$ cat config.mk
export PLATFORM = sky130hd
export DESIGN_NAME = wal_v1_payload_decoder_top
export DESIGN_NICKNAME = d
export VERILOG_FILES = /design/src/rtl/wvpd_pkg.sv /design/src/rtl/wal_v1_payload_decoder_top.sv /design/src/rtl/wvpd_decode.sv /design/src/rtl/wvpd_fifo.sv
export SDC_FILE = /design/constraint.sdc
export NUM_CORES = 1
export LEC_CHECK = 0
export BUFFER_PORTS_ARGS = -buffer_cell sky130_fd_sc_hd__buf_4
export CORE_ASPECT_RATIO = 0.9
export CORE_MARGIN = 1.5
export CORE_UTILIZATION = 55
export CTS_BUF_LIST = sky130_fd_sc_hd__clkbuf_16
export CTS_CLUSTER_SIZE = 12
export DETAILED_ROUTE_END_ITERATION = 12
export PLACE_DENSITY = 0.73
export SYNTH_ARGS = -nofsm -noshare
export SYNTH_HDL_FRONTEND = slang
export SYNTH_SLANG_ARGS = --single-unit
$ cat constraint.sdc
create_clock -name i_clk -period 4.97 [get_ports i_clk]
set_input_delay 0.994 -clock i_clk [delete_from_list [all_inputs] [get_ports i_clk]]
set_output_delay 0.994 -clock i_clk [all_outputs]
set_load 0.05 [all_outputs]
$ cat src/rtl/wvpd_pkg.sv
// Shared types and constants for the WAL v1 payload decoder.
// Used by the decoder core, the result queue and the top level. No dependencies.
`default_nettype none

package wvpd_pkg;

    // Leading marker byte of a version 1 payload.
    localparam logic [7:0] MARKER_V1 = 8'hA1;

    // Flags byte bits, and the meta mask bits that are honored.
    localparam int unsigned FLAG_BEFORE_BIT = 0;
    localparam int unsigned FLAG_AFTER_BIT  = 1;
    localparam int unsigned FLAG_META_BIT   = 7;
    localparam logic [7:0]  META_BITS       = 8'h7F;

    // Result tags.
    localparam logic [4:0] KIND_NAME_LEN  = 5'd0;
    localparam logic [4:0] KIND_NAME_BYTE = 5'd1;
    localparam logic [4:0] KIND_OP_SEQ    = 5'd2;
    localparam logic [4:0] KIND_BEF_ID    = 5'd3;
    localparam logic [4:0] KIND_BEF_LEN   = 5'd4;
    localparam logic [4:0] KIND_BEF_BYTE  = 5'd5;
    localparam logic [4:0] KIND_AFT_ID    = 5'd6;
    localparam logic [4:0] KIND_AFT_LEN   = 5'd7;
    localparam logic [4:0] KIND_AFT_BYTE  = 5'd8;
    localparam logic [4:0] KIND_META_BASE = 5'd9;
    localparam logic [4:0] KIND_END       = 5'd16;

    // End status codes.
    localparam logic [3:0] ST_OK            = 4'd0;
    localparam logic [3:0] ST_BAD_MARKER    = 4'd1;
    localparam logic [3:0] ST_NAME_LEN_MISS = 4'd2;
    localparam logic [3:0] ST_NAME_TRUNC    = 4'd3;
    localparam logic [3:0] ST_FLAGS_MISS    = 4'd4;
    localparam logic [3:0] ST_U64_TRUNC     = 4'd5;
    localparam logic [3:0] ST_ROW_ID_MISS   = 4'd6;
    localparam logic [3:0] ST_ROW_LEN_MISS  = 4'd7;
    localparam logic [3:0] ST_ROW_TRUNC     = 4'd8;
    localparam logic [3:0] ST_MASK_MISS     = 4'd9;

    // Default depth of the result queue; must be a power of two, at least 2.
    localparam int unsigned FIFO_DEPTH_DEF = 4;

    // One result item.
    typedef struct packed {
        logic [4:0]  kind;
        logic [63:0] value;
        logic [3:0]  status;
        logic        last;
    } t_result;

endpackage

`default_nettype wire

$ cat src/rtl/wal_v1_payload_decoder_top.sv
// Top level of the WAL v1 payload decoder: input register, parse core, result queue.
// Depends on wvpd_pkg, wvpd_decode and wvpd_fifo.
//
//   Channel | Direction | Handshake          | Payload
//   --------+-----------+--------------------+-------------------------------------------
//   input   | in        | i_valid / o_stall  | i_in_byte, i_in_last
//   result  | out       | o_valid / i_stall  | o_field_kind, o_field_value, o_status,
//           |           |                    | o_out_last
//
// One byte per cycle is accepted while o_stall is low. A byte waits in the input register
// until the queue has room for two results; it is then parsed and its results are written
// into the queue. Each byte yields zero, one or two results; the output side
// moves one result per transfer, so a stream of bytes that each yield two results runs at
// the output rate. The input stalls while a held byte waits for room for two results.
// Reset is synchronous and leaves the parser waiting for a marker byte.
`default_nettype none

module wal_v1_payload_decoder_top
    import wvpd_pkg::*;
#(
    parameter int unsigned P_FIFO_DEPTH = FIFO_DEPTH_DEF
)
(
    input  wire logic        i_clk,
    input  wire logic        i_rst_n,
    input  wire logic        i_valid,
    output logic             o_stall,
    input  wire logic [7:0]  i_in_byte,
    input  wire logic        i_in_last,
    output logic             o_valid,
    input  wire logic        i_stall,
    output logic [4:0]       o_field_kind,
    output logic [63:0]      o_field_value,
    output logic [3:0]       o_status,
    output logic             o_out_last
);

    logic        r_in_valid;
    logic [7:0]  r_in_byte;
    logic        r_in_last;
    logic        room2;
    logic        step;
    logic [1:0]  res_cnt;
    logic [1:0]  push_cnt;
    t_result     res0, res1, q_data;

    // Input register; it empties whenever the queue has room for two results.
    assign step    = r_in_valid && room2;
    assign o_stall = r_in_valid && !room2;

    always_ff @(posedge i_clk) begin
        if (!i_rst_n) begin
            r_in_valid <= 1'b0;
        end else if (!o_stall) begin
            r_in_valid <= i_valid;
        end
    end

    always_ff @(posedge i_clk) begin
        if (i_valid && !o_stall) begin
            r_in_byte <= i_in_byte;
            r_in_last <= i_in_last;
        end
    end

    // Parse core.
    wvpd_decode u_decode (
        .i_clk     (i_clk),
        .i_rst_n   (i_rst_n),
        .i_step    (step),
        .i_in_byte (r_in_byte),
        .i_in_last (r_in_last),
        .o_res0    (res0),
        .o_res1    (res1),
        .o_res_cnt (res_cnt)
    );

    assign push_cnt = step ? res_cnt : 2'd0;

    // Result queue.
    wvpd_fifo #(
        .P_DEPTH (P_FIFO_DEPTH)
    ) u_fifo (
        .i_clk      (i_clk),
        .i_rst_n    (i_rst_n),
        .i_push_cnt (push_cnt),
        .i_push0    (res0),
        .i_push1    (res1),
        .o_room2    (room2),
        .o_valid    (o_valid),
        .i_stall    (i_stall),
        .o_data     (q_data)
    );

    assign o_field_kind  = q_data.kind;
    assign o_field_value = q_data.value;
    assign o_status      = q_data.status;
    assign o_out_last    = q_data.last;

endmodule

`default_nettype wire

$ cat src/rtl/wvpd_decode.sv
// Byte-wise parse state machine for the WAL v1 payload decoder.
// Produces up to two results per byte (a field and an end result). Depends on wvpd_pkg.
`default_nettype none

module wvpd_decode
    import wvpd_pkg::*;
(
    input  wire logic        i_clk,
    input  wire logic        i_rst_n,
    input  wire logic        i_step,
    input  wire logic [7:0]  i_in_byte,
    input  wire logic        i_in_last,
    output t_result          o_res0,
    output t_result          o_res1,
    output logic [1:0]       o_res_cnt
);

    typedef enum logic [3:0] {
        PH_MARK, PH_NLEN, PH_NAME, PH_FLAGS, PH_OPSEQ,
        PH_BID, PH_BLEN, PH_BDAT, PH_AID, PH_ALEN, PH_ADAT,
        PH_MASK, PH_META, PH_DONE, PH_ERR
    } t_phase;

    t_phase      r_phase,  n_phase;
    logic [2:0]  r_idx,    n_idx;
    logic [31:0] r_rem,    n_rem;
    logic [63:0] r_acc,    n_acc;
    logic [7:0]  r_flags,  n_flags;
    logic [7:0]  r_mask,   n_mask;
    logic [3:0]  r_err,    n_err;

    logic [63:0] acc_sh;
    logic [3:0]  idx_p1;
    logic [3:0]  need;
    logic        take_done;
    logic [31:0] rem_m1;
    t_phase      ph_after_after, ph_after_before, ph_after_opseq;
    logic [2:0]  meta_bit;
    logic [7:0]  mask_clr;
    logic        fld_hit;
    t_result     fld;
    t_result     end_res;
    logic [3:0]  end_status;

    // Byte accumulation into the little-endian value.
    assign acc_sh = r_acc | ({56'd0, i_in_byte} << {r_idx, 3'b000});
    assign idx_p1 = {1'b0, r_idx} + 4'd1;
    assign rem_m1 = r_rem - 32'd1;

    always_comb begin
        case (r_phase)
            PH_NLEN:           need = 4'd2;
            PH_OPSEQ, PH_META: need = 4'd8;
            default:           need = 4'd4;
        endcase
    end
    assign take_done = (idx_p1 >= need);

    // Optional sections that follow, as selected by the flags byte.
    assign ph_after_after  = r_flags[FLAG_META_BIT] ? PH_MASK : PH_DONE;
    assign ph_after_before = r_flags[FLAG_AFTER_BIT] ? PH_AID : ph_after_after;
    assign ph_after_opseq  = r_flags[FLAG_BEFORE_BIT] ? PH_BID : ph_after_before;

    // Lowest selected meta field; the top code covers an empty mask.
    always_comb begin
        meta_bit = 3'd6;
        for (int i = 6; i >= 0; i--) begin
            if (r_mask[i]) begin
                meta_bit = 3'(i);
            end
        end
    end
    assign mask_clr = r_mask & ~(8'd1 << meta_bit) & META_BITS;

    // Next state and the field result of this byte.
    always_comb begin
        n_phase = r_phase;
        n_idx   = r_idx;
        n_rem   = r_rem;
        n_acc   = r_acc;
        n_flags = r_flags;
        n_mask  = r_mask;
        n_err   = r_err;
        fld_hit = 1'b0;
        fld     = '0;

        if (r_phase == PH_NLEN || r_phase == PH_OPSEQ || r_phase == PH_BID ||
            r_phase == PH_BLEN || r_phase == PH_AID || r_phase == PH_ALEN ||
            r_phase == PH_META) begin
            if (take_done) begin
                n_acc = '0;
                n_idx = '0;
            end else begin
                n_acc = acc_sh;
                n_idx = idx_p1[2:0];
            end
        end

        case (r_phase)
            PH_MARK: begin
                if (i_in_byte == MARKER_V1) begin
                    n_phase = PH_NLEN;
                    n_idx   = '0;
                    n_acc   = '0;
                end else begin
                    n_err   = ST_BAD_MARKER;
                    n_phase = PH_ERR;
                end
            end
            PH_NLEN: begin
                if (take_done) begin
                    fld_hit    = 1'b1;
                    fld.kind   = KIND_NAME_LEN;
                    fld.value  = acc_sh;
                    n_rem      = {16'd0, acc_sh[15:0]};
                    n_phase    = (acc_sh[15:0] != 16'd0) ? PH_NAME : PH_FLAGS;
                end
            end
            PH_NAME: begin
                fld_hit   = 1'b1;
                fld.kind  = KIND_NAME_BYTE;
                fld.value = {56'd0, i_in_byte};
                n_rem     = rem_m1;
                if (rem_m1 == 32'd0) begin
                    n_phase = PH_FLAGS;
                end
            end
            PH_FLAGS: begin
                n_flags = i_in_byte;
                n_phase = PH_OPSEQ;
            end
            PH_OPSEQ: begin
                if (take_done) begin
                    fld_hit   = 1'b1;
                    fld.kind  = KIND_OP_SEQ;
                    fld.value = acc_sh;
                    n_phase   = ph_after_opseq;
                end
            end
            PH_BID, PH_AID: begin
                if (take_done) begin
                    fld_hit   = 1'b1;
                    fld.kind  = (r_phase == PH_BID) ? KIND_BEF_ID : KIND_AFT_ID;
                    fld.value = acc_sh;
                    n_phase   = (r_phase == PH_BID) ? PH_BLEN : PH_ALEN;
                end
            end
            PH_BLEN: begin
                if (take_done) begin
                    fld_hit   = 1'b1;
                    fld.kind  = KIND_BEF_LEN;
                    fld.value = acc_sh;
                    n_rem     = acc_sh[31:0];
                    n_phase   = (acc_sh[31:0] != 32'd0) ? PH_BDAT : ph_after_before;
                end
            end
            PH_BDAT: begin
                fld_hit   = 1'b1;
                fld.kind  = KIND_BEF_BYTE;
                fld.value = {56'd0, i_in_byte};
                n_rem     = rem_m1;
                if (rem_m1 == 32'd0) begin
                    n_phase = ph_after_before;
                end
            end
            PH_ALEN: begin
                if (take_done) begin
                    fld_hit   = 1'b1;
                    fld.kind  = KIND_AFT_LEN;
                    fld.value = acc_sh;
                    n_rem     = acc_sh[31:0];
                    n_phase   = (acc_sh[31:0] != 32'd0) ? PH_ADAT : ph_after_after;
                end
            end
            PH_ADAT: begin
                fld_hit   = 1'b1;
                fld.kind  = KIND_AFT_BYTE;
                fld.value = {56'd0, i_in_byte};
                n_rem     = rem_m1;
                if (rem_m1 == 32'd0) begin
                    n_phase = ph_after_after;
                end
            end
            PH_MASK: begin
                n_mask  = i_in_byte & META_BITS;
                n_phase = ((i_in_byte & META_BITS) != 8'd0) ? PH_META : PH_DONE;
            end
            PH_META: begin
                if (take_done) begin
                    fld_hit   = 1'b1;
                    fld.kind  = KIND_META_BASE + {2'd0, meta_bit};
                    fld.value = acc_sh;
                    n_mask    = mask_clr;
                    n_phase   = (mask_clr != 8'd0) ? PH_META : PH_DONE;
                end
            end
            default: begin
            end
        endcase
    end

    // Status carried by the end result, from the phase after this byte.
    always_comb begin
        case (n_phase)
            PH_MARK:           end_status = ST_BAD_MARKER;
            PH_NLEN:           end_status = ST_NAME_LEN_MISS;
            PH_NAME:           end_status = ST_NAME_TRUNC;
            PH_FLAGS:          end_status = ST_FLAGS_MISS;
            PH_OPSEQ, PH_META: end_status = ST_U64_TRUNC;
            PH_BID, PH_AID:    end_status = ST_ROW_ID_MISS;
            PH_BLEN, PH_ALEN:  end_status = ST_ROW_LEN_MISS;
            PH_BDAT, PH_ADAT:  end_status = ST_ROW_TRUNC;
            PH_MASK:           end_status = ST_MASK_MISS;
            PH_ERR:            end_status = n_err;
            default:           end_status = ST_OK;
        endcase
    end

    always_comb begin
        end_res        = '0;
        end_res.kind   = KIND_END;
        end_res.status = end_status;
        end_res.last   = 1'b1;
    end

    // The field result goes first; the end result follows it.
    assign o_res0    = fld_hit ? fld : end_res;
    assign o_res1    = end_res;
    assign o_res_cnt = {1'b0, fld_hit} + {1'b0, i_in_last};

    // State registers; the final byte returns everything to reset values.
    always_ff @(posedge i_clk) begin
        if (!i_rst_n) begin
            r_phase <= PH_MARK;
            r_idx   <= '0;
            r_rem   <= '0;
            r_acc   <= '0;
            r_flags <= '0;
            r_mask  <= '0;
            r_err   <= '0;
        end else if (i_step) begin
            if (i_in_last) begin
                r_phase <= PH_MARK;
                r_idx   <= '0;
                r_rem   <= '0;
                r_acc   <= '0;
                r_flags <= '0;
                r_mask  <= '0;
                r_err   <= '0;
            end else begin
                r_phase <= n_phase;
                r_idx   <= n_idx;
                r_rem   <= n_rem;
                r_acc   <= n_acc;
                r_flags <= n_flags;
                r_mask  <= n_mask;
                r_err   <= n_err;
            end
        end
    end

endmodule

`default_nettype wire

$ cat src/rtl/wvpd_fifo.sv
// Result queue for the WAL v1 payload decoder: takes up to two results per cycle,
// hands out one per output transfer. Depends on wvpd_pkg.
`default_nettype none

module wvpd_fifo
    import wvpd_pkg::*;
#(
    parameter int unsigned P_DEPTH = FIFO_DEPTH_DEF
)
(
    input  wire logic       i_clk,
    input  wire logic       i_rst_n,
    input  wire logic [1:0] i_push_cnt,
    input  wire t_result    i_push0,
    input  wire t_result    i_push1,
    output logic            o_room2,
    output logic            o_valid,
    input  wire logic       i_stall,
    output t_result         o_data
);

    localparam int unsigned PW = $clog2(P_DEPTH);
    localparam int unsigned CW = $clog2(P_DEPTH + 1);
    localparam logic [CW-1:0] ROOM_MAX = CW'(P_DEPTH - 2);

    t_result         r_mem [P_DEPTH];
    logic [PW-1:0]   r_wr_ptr, r_rd_ptr;
    logic [CW-1:0]   r_count;
    logic            pop;
    logic [PW-1:0]   wr_ptr_p1;

    assign o_valid   = (r_count != '0);
    assign o_data    = r_mem[r_rd_ptr];
    assign o_room2   = (r_count <= ROOM_MAX);
    assign pop       = o_valid && !i_stall;
    assign wr_ptr_p1 = r_wr_ptr + PW'(1);

    // Storage; the second result goes into the slot after the first.
    always_ff @(posedge i_clk) begin
        if (i_push_cnt != 2'd0) begin
            r_mem[r_wr_ptr] <= i_push0;
        end
        if (i_push_cnt == 2'd2) begin
            r_mem[wr_ptr_p1] <= i_push1;
        end
    end

    // Pointers and fill count.
    always_ff @(posedge i_clk) begin
        if (!i_rst_n) begin
            r_wr_ptr <= '0;
            r_rd_ptr <= '0;
            r_count  <= '0;
        end else begin
            r_wr_ptr <= r_wr_ptr + PW'(i_push_cnt);
            if (pop) begin
                r_rd_ptr <= r_rd_ptr + PW'(1);
            end
            r_count <= r_count + CW'(i_push_cnt) - CW'(pop);
        end
    end

endmodule

`default_nettype wire

After elaboration in Yosys (flattened, before gate mapping)
Memories as Yosys holds them, arrays and structs flattened. A register that Yosys moved wholly into a read port is not among the register bits.
Cells that the tools add are included.
W data, S select, Z words.
{"block": "word_totals", "ff_bits": 139, "ramBits": 296, "input_bits": 13, "out_inout_bits": 76, "wordCells": 166, "mem_count": 1}
{"name": "u_fifo.r_mem", "words": 4, "width": 74, "rd": 1, "rd_ports_with_merged_regs": 1, "wr": 2, "line": "wvpd_fifo.sv:26", "source": "t_result r_mem [P_DEPTH];"}
{"block": "classes", "n_addsub": 9, "n_lt_le_gt_ge": 2, "eq_ne": 30, "shift": 2, "muxes": 69, "n_bitwise": 3, "n_reduce_logical": 37}
{"op": "$pmux W69 S9", "n": 1}
{"op": "$mux W64", "n": 6}
{"op": "$mux W69", "n": 2}
{"op": "$mux W67", "n": 2}
{"op": "$mux W32", "n": 3}
{"op": "$pmux W32 S3", "n": 1}
{"op": "$mux W4", "n": 19}
{"op": "$mux W74", "n": 1}
{"op": "$mux W66", "n": 1}
{"op": "$or A64 B64 Y64", "n": 1}
{"op": "$shl A8 B6 Y64", "n": 1}
{"op": "$pmux W4 S12", "n": 1}
{"op": "$eq A4 B4 Y1 const B", "n": 11}
{"op": "$pmux W4 S10", "n": 1}
{"op": "$mux W3", "n": 11}
{"op": "$eq A4 B3 Y1 const B", "n": 8}
{"op": "$logic_not A32 Y1", "n": 1}
{"op": "$reduce_bool A32 Y1", "n": 1}
{"op": "$sub A32 B1 Y32 const B", "n": 1}
{"op": "$eq A4 B2 Y1 const B", "n": 4}
{"op": "$mux W8", "n": 2}
{"op": "$reduce_bool A16 Y1", "n": 1}
{"op": "$reduce_bool A8 Y1", "n": 2}
{"op": "$mux W7", "n": 2}
{"op": "other kinds (35)", "n": 68}

Longest topological paths before layout
Gate-level depths: netlist (run 1).
{"block": "depth", "word_depth": 17, "ltp_mapped": 19, "ltp_nobuf": 17}

Modules after synthesis
Synthesis (run 1) repeated with hierarchy kept, for this count alone.
{"block": "hier_totals", "hier_cells": 1883, "area_unflattened_um2": 23336.1}
{"mod": "wvpd_fifo", "instances": 1, "cells_each": 768, "area_each_um2": 15194.6, "seq_area_each_um2": 9068.7}
{"mod": "wvpd_decode", "instances": 1, "cells_each": 1099, "area_each_um2": 7805.0, "seq_area_each_um2": 2342.2}
{"mod": "wal_v1_payload_decoder_top", "instances": 1, "cells_each": 16, "area_each_um2": 336.6, "seq_area_each_um2": 290.3}

Worst setup path before layout (run 1)
OpenSTA, ideal clock, no wires.
{"block": "synth_path", "path_kind": "register to register", "startpoint": "reg u_decode.r_idx[0]", "endpoint": "mem u_fifo.r_mem[3][31] (netlist bit)", "setup_ns": 0.132, "t_arrival_ns": 3.966, "required_ns": 4.838, "path_slack_ns": 0.872, "path_stages_with_launch": 20, "path_buffers": 6, "period_less_slack_ns": 4.098, "cell_sequence": "dfxtp_1 buf_2 buf_4 clkbuf_1 clkbuf_1 and3_1 ha_1 a21oi_1 o21ai_1 nand2_1 nand2_1 ha_1 nor2b_1 or3_1 inv_1 nand2_1 clkbuf_1 clkbuf_1 nand2_1 o21ai_0"}
{"element": "start, declared", "line": "wvpd_decode.sv:25", "source": "logic [2:0] r_idx, n_idx;"}
{"element": "start signal, assigned", "line": "wvpd_decode.sv:252", "source": "r_idx <= n_idx;"}
{"element": "end, declared", "line": "wvpd_fifo.sv:26"}

==> results of run 1 <==
## path summary, 6_finish.rpt
kind	startpoint	to	slack, ns	cells past startpoint
max	u_decode.r_idx[1]	u_fifo.r_mem[2][2]	0.57	14
min	u_decode.r_err[2]	u_decode.r_err[2]	0.44	2
max reg2reg	u_decode.r_idx[1]	u_fifo.r_mem[2][2]	0.57	14
min reg2reg	u_decode.r_err[2]	u_decode.r_err[2]	0.44	2
## power by group
part	internal (W)	switching, W	total [W]
combinational	0.000460	0.000784	0.00124
sequential	0.00359	0.000164	0.00375
clock	0.00164	0.00137	0.00301
## area by class of cell
| cell class | count | area (um2) | share of cell area (%) |
|---|---|---|---|
| clock buffers | 45 | 1130 | 5.26 |
| clock inverters | 26 | 141 | 0.661 |
| inverters | 29 | 109 | 0.509 |
| well taps | 462 | 578 | 2.70 |
| repair buffers | 136 | 1050 | 4.89 |
| multi-input cells | 1351 | 9490 | 44.4 |
| flip-flops and latches | 432 | 8910 | 41.6 |
## flip-flops by register name (all words and copies together), names as in the netlist, named ones only
signal	cells
u_decode.r_rem	32
r_in_valid	1
u_decode.r_flags	3
u_fifo.r_count	3
u_decode.r_phase	4
r_in_byte	8
u_fifo.r_rd_ptr	2
u_decode.r_idx	3
u_decode.r_err	4
u_decode.r_acc	64
u_decode.r_mask	7
u_fifo.r_wr_ptr	2
r_in_last	1
u_fifo.r_mem	296
## per-layer routing
metal | track usage (%) | routed length (um) | vias to the layer above
met3 | 4.86 | 4130 | 100
met4 | 8.09 | 1250 | 0
met1 | 43.0 | 23800 | 7887
met2 | 45.5 | 24000 | 630
li1 | - | - | 7352
met5 | 0 | 0 | -
## worst max-delay path, delay by kind of cell (launching register included)
family | cells | cell delay (ns)
buffers and inverters | 1 | 0.11
AND/OR/NAND/NOR | 4 | 0.50
flip-flops | 1 | 0.75
XOR/XNOR | 1 | 0.08
adder cells (fa/ha/maj) | 3 | 0.90
AO/OA/AOI/OAI | 5 | 1.79
## stage by stage
stage | hold slack [ns] | instances | area [um2]
final | 0.435 | 2481 | 21400
after global routing | 0.458 | 2481 | 21400
after CTS | 0.437 | 2481 | 21400
after detailed placement | 0.428 | 2410 | 20100
after global placement | 0.423 | 2410 | 20100
after floorplan | 0.409 | 1974 | 19100
## synth_stat cells, types with 19 or more instances
| library cell | count |
|---|---|
| a21boi_0 | 19 |
| a21oi_1 | 82 |
| a22o_1 | 177 |
| a22oi_1 | 27 |
| a31oi_1 | 45 |
| clkbuf_1 | 140 |
| dfxtp_1 | 407 |
| edfxtp_1 | 25 |
| inv_1 | 29 |
| mux4_2 | 74 |
| nand2_1 | 190 |
| nor2_1 | 177 |
| nor2b_1 | 55 |
| nor3_1 | 63 |
| nor4_1 | 24 |
| o21ai_0 | 152 |
| xnor2_1 | 20 |
## logic make-up after synthesis
kind of cell               Yosys count
adders and majority gates           18
and+or+nand+nor                    622
muxes                               82
buffers and inverters              191
xor gates and xnor gates            29
AOI/OAI and AO/OA                  600
DFF                                432
==> flow_summary_export.csv, run 1 <==
group,metric,value,unit
layout,mostFrequentLayoutCells,"dfxtp_1 (404), nand2_1 (185), a22o_1 (177), nor2_1 (175), o21ai_0 (151)",
power,cellLeakagePower,7.78,nW
outcome,status,"completed",
critical_path,cp.arrival,4.70,ns
critical_path,critPathCaptureType,"flip-flop",
critical_path,cp_max_fo,23,
yosys,synth_xor_area_share,1.33,%
critical_path,slowest_delay,0.75,ns
yosys,synth_top_family_by_area,"compound AO/OA/AOI/OAI gates",
timing,slew_headroom,19.0,%
routing,via_per_inst,6.44,
layout,fillers,2832,
timing,hold_viol,0,
yosys,syn-mean-instance-area,9.67,um2
global_routing,grt_max_degree,75,
power,ir_worst_vdd,375,uV
routing,vias,16000,
die,dieArea,35800,um2
die,rows,64,
timing,finalSetupTns,0,ns
layout,mostFrequentLayoutCell,"dfxtp_1",
power,total_power,0.00800,W
global_routing,antenna_found_initial,4,
clocking,clk_pin_slew,0.06,ns
die,design.core.area,34100,um2
clocking,cts.sinks,432,
layout,num-nets-final,2026,
critical_path,start_kind,"flip-flop",
place,port_buffers,88,
global_routing,grt_pass1_wl,84.5,mm
routing,antenna_left,0,
clocking,cts.hold.buffers_added,0,
timing,period_share,88.5,%
place,place_ws,0.655,ns
routing,wl_per_cell,21.4,um
die,die_w,199,um
routing,first_pass_iters,6,
global_routing,overflow,0,
global_routing,grt_pass1_vias,15300,
clocking,ctsHtreeMaxLevel,2,
yosys,synth_compound_area_share,21.8,%
timing,finalSetupViolCount,0,
yosys,synth_edf_count,25,
layout,final_util,62.7,%
routing,finalWirelength,53.1,mm
yosys,yosysWarningCount,0,
yosys,synth_cell_types,80,
timing,min_period,4.40,ns
routing,drc,0,
yosys,synthCells,1974,
yosys,synth_area,19100,um2
timing,rsz0062_at_grt,"no",
clocking,numCtsBuffers,45,
timing,fin_worst_skew,0.0120,ns
yosys,synthAdderAreaFrac,1.22,%
clocking,cts_buffer_depth,3,
yosys,yosys-top-cells-area,"dfxtp_1 (43%), mux4_2 (8.7%), a22o_1 (8.1%)",
layout,drive_above_1_share,14.8,%
routing,drt_iter0_drc,1761,
yosys,synth_top_area_share,42.7,%
timing,setup_ws,0.572,ns
place,finalWeightedCongestion,0.930,
critical_path,crit_type,"flip-flop to flip-flop",
layout,synthToLayoutAreaGrowth,12.1,%
die,io_pins,89,
place,place_hpwl,34.5,mm
clocking,post_cts_buffers,0,
yosys,synthMuxAreaShare,9.15,%
yosys,ys_seq_area_share,46.6,%
timing,drv_slew,0,
yosys,synth_ff_type,"dfxtp_1",
die,fp.dieH,180,um
critical_path,crit_path_cell_trace,"ha_1 > xor2_1 > ha_1 > nand2_1 > o21ai_1 > nand2_1 > nand2_1 > ha_1 > o21ai_0 > nor2_1 > a41oi_1 > inv_1 > o211ai_1 > a21oi_1",
timing,worst_pin_slew,1.21,ns
layout,antenna_cells,0,
power,power.density,374,nW/um2
clocking,cts-root-buf,"clkbuf_16",
yosys,synth_top_area_cell,"dfxtp_1",
die,initial_core_util,55.9,%
job,cap_violations,0,
clocking,cts_tree,"done",
yosys,ys_ff_latch,432,
clocking,post_cts_resized,0,
yosys,synth_simple_gate_area_share,16.0,%
global_routing,grt_use_total,29.6,%
worst_hold_path,holdCritPathClass,"flip-flop to flip-flop",
clocking,clk_latency,0.56,ns
yosys,synthArstFlopShare,0,%
yosys,synth_nets,2005,
critical_path,crit_required,5.27,ns
timing,max_clock_freq,227,MHz
critical_path,critPathSlowestCell,"dfxtp_1",
No activity file was read; power rests on OpenSTA's default activity.
==> run 2: changes to the inputs <==
--- a/config.mk
+++ b/config.mk
@@ -6,7 +6,6 @@
 export NUM_CORES = 1
 export LEC_CHECK = 0
 export BUFFER_PORTS_ARGS = -buffer_cell sky130_fd_sc_hd__buf_4
-export CORE_ASPECT_RATIO = 0.9
 export CORE_MARGIN = 1.5
 export CORE_UTILIZATION = 55
 export CTS_BUF_LIST = sky130_fd_sc_hd__clkbuf_16
==> run 2 against run 1 <==
  * Combinational power about the same
  * Maximum frequency decreased by 1.1%
  * Worst setup slack got worse by 0.048 ns
  * Global-route usage increased by 0.20 points
  * Final cell count about the same
  * Register-to-register slack got worse by 0.05 ns
  * Sequential cell count unchanged
  * Clock-buffer cell count increased by 1
  * First-iteration DRC count decreased by 8.0%
==> flow_summary_export.csv, run 2 (synthesized netlist as in run 1, its figures left out) <==
group,metric,value,unit
die,rows,68,
critical_path,r2r-start,"u_decode.r_phase[1]",
routing,first_pass_iters,7,
layout,drive_above_1_share,14.9,%
place,place_hpwl,34.5,mm
routing,drc,0,
power,ir_worst_vdd,312,uV
die,initial_core_util,55.5,%
clocking,clk_pin_slew,0.06,ns
worst_hold_path,min_to,"u_decode.r_err[1]",
die,io_pins,89,
worst_hold_path,worstHoldStart,"u_decode.r_err[1]",
clocking,ctsHtreeMaxLevel,2,
clocking,cts.hold.buffers_added,0,
timing,finalSetupViolCount,0,
clocking,post_cts_buffers,0,
global_routing,grt_use_met1,40.2,%
global_routing,grt_use_total,29.8,%
layout,fillers,2867,
global_routing,grtUsageMet3,5.00,%
power,power.density,378,nW/um2
critical_path,crit_type,"flip-flop to flip-flop",
job,cap_violations,0,
layout,antenna_cells,0,
layout,synthToLayoutAreaGrowth,12.6,%
layout,num-nets-final,2025,
die,fp.dieH,189,um
worst_hold_path,holdCritPathClass,"flip-flop to flip-flop",
outcome,status,"completed",
clocking,post_cts_resized,0,
layout,largest-register,"u_fifo.r_mem",
routing,antenna_left,0,
timing,finalSetupTns,0,ns
clocking,cts_buffer_depth,3,
critical_path,crit_required,5.46,ns
global_routing,grt-busiest-layer,"met2",
layout,largest_reg_flops,296,
global_routing,grt_max_degree,64,
timing,hold_ws,0.430,ns
clocking,numCtsBuffers,46,
global_routing,grt_pass1_wl,84.7,mm
layout,final_util,62.5,%
power,total_power,0.00813,W
critical_path,reg2regPathDepth,16,
clocking,cts.sinks,432,
timing,hold_viol,0,
layout,mostFrequentLayoutCells,"dfxtp_1 (404), nand2_1 (185), a22o_1 (177), nor2_1 (175), o21ai_0 (151)",
timing,period_share,89.4,%
timing,max_clock_freq,225,MHz
critical_path,ff2ff_setup_slack,0.52,ns
worst_hold_path,min_path_cells,2,
place,finalWeightedCongestion,0.926,
routing,vias,16000,
timing,drv_slew,0,
timing,min_period,4.45,ns
clocking,cts-root-buf,"clkbuf_16",
routing,wl_per_cell,21.7,um
critical_path,start_kind,"flip-flop",
clocking,cts_tree,"done",
critical_path,cp_max_fo,42,
timing,fin_worst_skew,0.0140,ns
critical_path,critPathCaptureType,"flip-flop",
timing,slew_headroom,19.6,%
routing,via_per_inst,6.46,
global_routing,use_met2,46.9,%
timing,worst_pin_slew,1.20,ns
place,port_buffers,88,
timing,rsz0062_at_grt,"no",
routing,finalWirelength,53.8,mm
critical_path,cp.arrival,4.94,ns
clocking,clk_latency,0.58,ns
global_routing,overflow,0,
die,dieArea,35800,um2
layout,largestRegisters,"u_fifo.r_mem: 296 flops, u_decode.r_acc: 64 flops, u_decode.r_rem: 32 flops",
global_routing,grt_pass1_vias,15400,
global_routing,antenna_found_initial,0,
routing,drt_iter0_drc,1620,
power,cellLeakagePower,7.84,nW
die,design.core.area,34400,um2
die,die_w,189,um
layout,mostFrequentLayoutCell,"dfxtp_1",
critical_path,regToRegEndpoint,"u_fifo.r_mem[1][20]",
[run 2: layer usage]
layer	wire length, um	vias to the layer above
li1	-	7345
met1	23100	7850
met2	25000	692
met3	3640	128
met4	2090	0
met5	0	-
[run 2: layout make-up]
type / instances / area [um2] / share of cell area, %
clock buffers: 46 / 1150 / 5.36
clock inverters: 33 / 188 / 0.874
inverters: 29 / 109 / 0.507
multi-input cells: 1351 / 9490 / 44.2
flip-flops and latches: 432 / 8910 / 41.5
well taps: 455 / 569 / 2.65
repair buffers: 134 / 1070 / 4.97
[run 2: critical path, cell delays in order (launching register included)]
cell and delay [ns]:
dfxtp_1 0.47, buf_4 0.23, nor2_1 0.07, nand2_1 0.18, nand2_1 0.09, ha_1 0.28
nand2_1 0.09, o21ai_1 0.51, nand2_1 0.15, nand2_1 0.12, ha_1 0.22, o21ai_0 0.13
nand2b_1 0.26, nor2_4 0.93, nand2_1 0.15, buf_4 0.26, o21ai_0 0.20
[run 2: worst max-delay path by stage]
| stage | from | to | slack [ns] |
|---|---|---|---|
| 2_1_floorplan | u_decode.r_idx[0] | u_fifo.r_mem[3][31] | 0.87 |
| 3_3_place_gp | u_decode.r_phase[1] | u_fifo.r_mem[1][18] | 0.85 |
| 3_5_place_dp | u_decode.r_phase[1] | u_fifo.r_mem[1][32] | 0.66 |
| 4_1_cts | u_decode.r_phase[1] | u_fifo.r_mem[1][20] | 0.56 |
| 5_1_grt | u_decode.r_phase[1] | u_fifo.r_mem[1][23] | 0.04 |
| 6_report | u_decode.r_phase[1] | u_fifo.r_mem[1][20] | 0.52 |
[run 2: where the power goes]
part / switching (W) / internal [W] / total, W
combinational: 0.000785 / 0.000464 / 0.00125
clock: 0.00139 / 0.00173 / 0.00312
sequential: 0.000175 / 0.00359 / 0.00376
[run 2: per-stage QoR]
stage,instance area (um2),cells,worst slack [ns]
2_1_floorplan,19100,1974,0.872
4_1_cts,21500,2480,0.558
3_3_place_gp,20100,2401,0.852
5_1_grt,21500,2480,0.0420
3_5_place_dp,20100,2401,0.662
6_report,21500,2480,0.525
